**config.mk**
```make
export PLATFORM = sky130hd
export DESIGN_NAME = ibt_cell
export DESIGN_NICKNAME = d
export VERILOG_FILES = /design/src/rtl/ibt_pkg.sv /design/src/rtl/ibt_cell.sv
export SDC_FILE = /design/constraint.sdc
export NUM_CORES = 1
export LEC_CHECK = 0
export BUFFER_PORTS_ARGS = -buffer_cell sky130_fd_sc_hd__buf_4
export CAP_MARGIN = 25
export CORE_MARGIN = 2
export CORE_UTILIZATION = 45
export DETAILED_ROUTE_END_ITERATION = 10
export PLACE_DENSITY = 0.85
export SYNTH_ARGS = -nofsm -noshare
export SYNTH_HDL_FRONTEND = slang
export SYNTH_SLANG_ARGS = --single-unit
```
**constraint.sdc**
```tcl
create_clock -name clk -period 3.55 [get_ports clk]
set_clock_uncertainty 0.05 [all_clocks]
set_input_delay 0.355 -clock clk [delete_from_list [all_inputs] [get_ports clk]]
set_output_delay 0.355 -clock clk [all_outputs]
set_load 0.005 [all_outputs]
```
**src/rtl/ibt_pkg.sv**
```systemverilog
// Shared constants and types for the interval booking table.
package ibt_pkg;

    // Table geometry and time field width.
    localparam int TABLE_DEPTH = 64;
    localparam int TIME_BITS   = 30;
    localparam int CNT_BITS    = $clog2(TABLE_DEPTH + 1);

    // Stream payload widths, padded to whole bytes.
    localparam int IN_DATA_BITS  = ((2 * TIME_BITS + 7) / 8) * 8;
    localparam int OUT_DATA_BITS = 8;

    typedef logic [TIME_BITS-1:0] time_t;
    typedef logic [CNT_BITS-1:0]  count_t;

    // Controls broadcast from the sequencer to every cell.
    typedef struct packed {
        logic compare;  // register this cell's overlap flag
        logic shift;    // take the neighbor's entry
    } cell_ctrl_t;

endpackage

```
**src/rtl/ibt_cell.sv**
```systemverilog
// One table cell: holds an interval, tests it against the request, and shifts on append.
module ibt_cell (
    input  logic                clk,
    input  ibt_pkg::cell_ctrl_t ctrl,
    input  logic                valid,
    input  ibt_pkg::time_t      req_start,
    input  ibt_pkg::time_t      req_end,
    input  ibt_pkg::time_t      prev_start,
    input  ibt_pkg::time_t      prev_end,
    output ibt_pkg::time_t      start_out,
    output ibt_pkg::time_t      end_out,
    output logic                hit
);

    ibt_pkg::time_t start_reg;
    ibt_pkg::time_t end_reg;
    logic           hit_reg;
    ibt_pkg::time_t hi_start;
    ibt_pkg::time_t lo_end;
    logic           hit_next;

    // Two intervals overlap when the later start lies before the earlier end.
    always_comb
    begin
        hi_start = (start_reg > req_start) ? start_reg : req_start;
        lo_end   = (end_reg < req_end) ? end_reg : req_end;
        hit_next = valid && (hi_start < lo_end);
    end

    // The entry moves one cell down the row whenever a new interval is appended.
    always_ff @(posedge clk)
    begin
        if (ctrl.shift)
        begin
            start_reg <= prev_start;
            end_reg   <= prev_end;
        end
        if (ctrl.compare)
        begin
            hit_reg <= hit_next;
        end
    end

    assign start_out = start_reg;
    assign end_out   = end_reg;
    assign hit       = hit_reg;

endmodule
```
Yosys cells after proc, flatten, opt, wreduce, memory -nomap -nowiden
Index checks and enable logic that the tools add are counted.
{"block": "op_classes", "n_lt_le_gt_ge": 3, "n_mux": 2, "reduce_logical": 1}
{"cell": "< comparator 30 bit", "count": 2}
{"cell": "2-to-1 mux 30 bit", "count": 2}
{"cell": "greater-than comparator 30 bit", "count": 1}
{"cell": "logical AND 1 bit", "count": 1}
{"block": "totals", "register_bits": 61, "input_bits": 124, "output_inout_bits": 61, "elab_cells": 9}

Logic depth before layout (Yosys ltp)
{"block": "logic_depth", "ltp_word": 4, "depth_mapped": 18, "depth_no_buf": 17}

Worst setup path before layout
OpenSTA, ideal clock, no wires.
{"block": "synth_timing", "path_type": "register to register", "from": "register end_reg[27], in the netlist end_out[27]", "to": "register hit_reg, in the netlist hit, data pin", "setup_ps": 263, "t_arrival_ps": 3297, "required_time_ps": 3237, "slack_ps": -60, "stages_incl_launch_ff": 17, "path_buffers": 2, "period_less_slack_ps": 3610, "cell_sequence": "edfxtp_1 > ha_1 > a21o_1 > a21o_1 > a211o_2 > a211oi_4 > buf_6 > buf_6 > a21oi_2 > ha_1 > nand3_1 > nor4_1 > o21ai_0 > o221ai_1 > nor2_1 > o21ai_0 > o31ai_1"}
{"block": "synth_via", "elab_chain_len": 4}
{"element": "from (decl)", "line": "ibt_cell.sv:16", "text": "ibt_pkg::time_t end_reg;"}
{"element": "from (signal assigned)", "line": "ibt_cell.sv:36", "text": "end_reg <= prev_end;"}
{"element": "< comparator 30 bit", "line": "ibt_cell.sv:26", "text": "lo_end = (end_reg < req_end) ? end_reg : req_end;"}
{"element": "2-to-1 mux 30 bit *", "line": "ibt_cell.sv:26"}
{"element": "< comparator 30 bit *", "line": "ibt_cell.sv:27", "text": "hit_next = valid && (hi_start < lo_end);"}
{"element": "logical AND 1 bit *", "line": "ibt_cell.sv:27"}
{"element": "net hit_next", "line": "ibt_cell.sv:20", "text": "logic hit_next;"}
{"element": "to (signal assigned)", "line": "ibt_cell.sv:40", "text": "hit_reg <= hit_next;"}
{"element": "to (decl)", "line": "ibt_cell.sv:17", "text": "logic hit_reg;"}
The timed path passes the listed nets; every way through them passes the cells marked *.
A chain may end at the register's enable or synchronous reset.

Final worst setup path
{"block": "layout_timing", "from": "register start_reg[28], in the netlist start_out[28]", "to": "register hit_reg, in the netlist hit, data pin"}
{"block": "layout_via", "elab_chain_len": 4}
{"element": "from (decl)", "line": "ibt_cell.sv:15", "text": "ibt_pkg::time_t start_reg;"}
{"element": "from (signal assigned)", "line": "ibt_cell.sv:35", "text": "start_reg <= prev_start;"}
{"element": "greater-than comparator 30 bit", "line": "ibt_cell.sv:25", "text": "hi_start = (start_reg > req_start) ? start_reg : req_start;"}
{"element": "2-to-1 mux 30 bit *", "line": "ibt_cell.sv:25"}
{"element": "< comparator 30 bit *", "line": "ibt_cell.sv:27"}
{"element": "logical AND 1 bit *", "line": "ibt_cell.sv:27"}
{"element": "net hit_next", "line": "ibt_cell.sv:20"}
Marked as above.

==> out/results.tsv <==
metric	value	unit
Reg clk slew, reported paths	0.08	ns
RePlAce Congestion	0.9186	
Peak Freq	262.1	MHz
pin count of the biggest net entering global routing	61	
width of the chip	105.9	um
WHS Path Cells	1	
Setup WS post-layout	-0.2659	ns
Syn Inst Count	447	
Arrival @ worst endpoint	3.94	ns
Max rail drop VDD	0.0002107	V
vias in the first global route	5142	
Detailed Route WL	17190	um
Rows	37	
CP Launch Type	register	
sequential fraction of the synthesis area	0.3922	
clk_lat worst skew	0.36	ns
diodes inserted	0	
Detailed Route Iter0 Violations	261	
layout cell share with drive strength beyond 1	0.5801	
Fin Setup TNS	-0.2659	ns
Final Hold Viols	0	
fillers	578	
Setup violations, final	1	
CTS Buf Count	9	
Mapped Nets	659	
Yosys top cell area share	0.3922	
Final nets	969	
commonest non-fill, non-tap cell in the layout	buf_4	
Root Buffer	clkbuf_8	
Slew Limit Fails	0	
failing checks	setup timing	
flop2flop setup slack	-0.27	ns
die area	11210	um^2
Tcrit/Tclk final	1.075	
Detailed Place HPWL	12320	um
Power per Cell Area	354.6	nW/um^2
remaining antenna violation count	0	
Netlist cell types	40	
Cell Area, Synth	4671	um^2
minimum clock period	3.816	ns
crit end category	register	
status	complete, but fails checks	
FF-to-FF Start	start_out[28]$_DFFE_PP_	
initial antenna violation count	0	
total number of vias	4969	
RR Endpoint	hit$_DFFE_PP_	
Worst-Margin Slew	0.7920	ns
global route overflow	0	
most frequent cells in the layout	buf_4 (293), inv_1 (64), edfxtp_1 (61)	
Total GRT Usage	0.2896	
hold buffers post-CTS	0	
max_slew headroom	0.4720	
Clock Sinks	61	
Yosys reg bits	61	
Hold EP	start_out[13]$_DFFE_PP_	
Syn Area/Cell	10.45	um^2
Initial Utilization	0.4586	
drt drc	0	
first drt pass iteration count	5	
Setup WS pre-CTS	-0.4698	ns
CTS tree	done	
CTS H-tree lvls	3	
Chip Height	105.9	um
unrepaired setup endpoints after global routing	true	
Power Total	2.838	mW
Core Region	10180	um^2
area of the multi-input gates	3177	um^2
Max-Cap Viols	0	
Area Overhead vs Synth	71.36	%
Worst EP required	3.67	ns
WL per Instance	19.14	um
Hold Crit Class	input port to register	
warnings from Yosys	0	
reg2reg path depth	19	
worst-path fanout max	5	
Hold WS	0.1160	ns
Setup Crit Path Kind	register to register	
area leader, netlist	edfxtp_1	
Register Area	1832	um^2
PortBufs	184	
Pleak	3.785	nW
first-pass GRT wire length	24960	um
HP Start	prev_start[13]	
Area contributors post-synth	edfxtp_1 (39%), ha_1 (24%), mux2_2 (7.2%)	
Clock Path Buffers	2	
IO Count	185	
DR vias/cell	5.533	
[timing repair]
item / in CTS / in global routing
pin swaps: 30 / 29
resized for setup: 73 / 47
gates cloned: 3 / 0
endpoints found under the setup margin: 1 / 1
setup buffers: 14 / 7
[synth_stat cells]
library cell	number
a21oi_2	10
mux2_2	30
nor3_1	2
nand4_1	13
buf_2	3
a211o_2	1
o31ai_1	1
a21oi_1	44
edfxtp_1	61
a221oi_1	3
a32oi_1	1
nand2b_1	2
ha_1	88
nor4_1	2
nand2_1	18
a31oi_1	2
o21ai_1	2
inv_1	64
buf_6	3
nor3b_1	1
a22oi_1	1
o2111ai_1	1
buf_4	3
and4_1	2
o22ai_1	1
a21boi_0	1
o221ai_1	1
o211ai_1	2
a21o_1	8
o21a_1	2
o21ai_2	1
and2_1	1
o311ai_0	1
nand3_1	12
a211oi_1	4
o21ai_0	11
a2111oi_0	3
nor2_1	39
a211oi_4	1
and3_1	1
[cells by family (layout without fill, tap and decap cells)]
| group | Yosys count | after routing | share of synthesized area |
|---|---|---|---|
| compound gates | 102 | 102 | 0.1414 |
| simple gates | 93 | 93 | 0.09162 |
| fa+ha+maj | 88 | 88 | 0.2357 |
| buf+inv | 73 | 388 | 0.06670 |
| flops | 61 | 61 | 0.3922 |
| mux | 30 | 30 | 0.07233 |
[critical path, stage by stage, from the launching register on]
cell and delay, ns:
edfxtp_1 0.44, ha_4 0.25, a21oi_1 0.19, nand2_1 0.10, a221oi_2 0.24, buf_4 0.16
nand4_1 0.11, nand2_2 0.13, buf_6 0.13, buf_12 0.11, buf_4 0.11, mux2_4 0.30
ha_2 0.18, a21o_1 0.16, a21o_1 0.19, a31oi_2 0.21, o22ai_2 0.09, nor2_1 0.17
o21ai_1 0.11, o31ai_1 0.21
[worst max path at each step]
| stage | startpoint | end | slack (ns) | cells past startpoint |
|---|---|---|---|---|
| after floorplan | end_out[27]$_DFFE_PP_ | hit$_DFFE_PP_ | 0.002 | 16 |
| after global placement | req_start[25] | hit$_DFFE_PP_ | -0.41 | 20 |
| after detailed placement | req_start[25] | hit$_DFFE_PP_ | -0.47 | 20 |
| after CTS | end_out[3]$_DFFE_PP_ | hit$_DFFE_PP_ | -0.16 | 19 |
| after global routing | start_out[28]$_DFFE_PP_ | hit$_DFFE_PP_ | -0.49 | 19 |
| final | start_out[28]$_DFFE_PP_ | hit$_DFFE_PP_ | -0.27 | 19 |
[per-stage QoR]
step                area, um^2    util  instances
CTS                       7659  0.7520        891
detailed placement        6933  0.6807        858
finish                    8004  0.7859        898
global route              8004  0.7859        898
global placement          6933  0.6807        858
floorplan                 4677       -        447
[area by class of cell]
| class | instances | share of cell area |
|---|---|---|
| flip-flops and latches | 61 | 0.2289 |
| clock inverters | 6 | 0.003752 |
| inverters | 64 | 0.03001 |
| multi-input cells | 313 | 0.3969 |
| clock buffers | 10 | 0.01594 |
| repair buffers | 308 | 0.3033 |
| well taps | 136 | 0.02126 |
[where the power goes]
| group | internal [mW] | total, mW | switching [mW] |
|---|---|---|---|
| Clock | 0.245 | 0.533 | 0.289 |
| Combinational | 0.771 | 1.40 | 0.630 |
| Sequential | 0.861 | 0.904 | 0.0427 |
| Total | 1.88 | 2.84 | 0.961 |
[per-layer routing]
metal  GRT usage  wire (um)
met1      0.3342       6417
met2      0.5194       8774
met3     0.04267       1172
met4      0.1466        821
met5           0          0
Power figures use the tool's default switching activity.
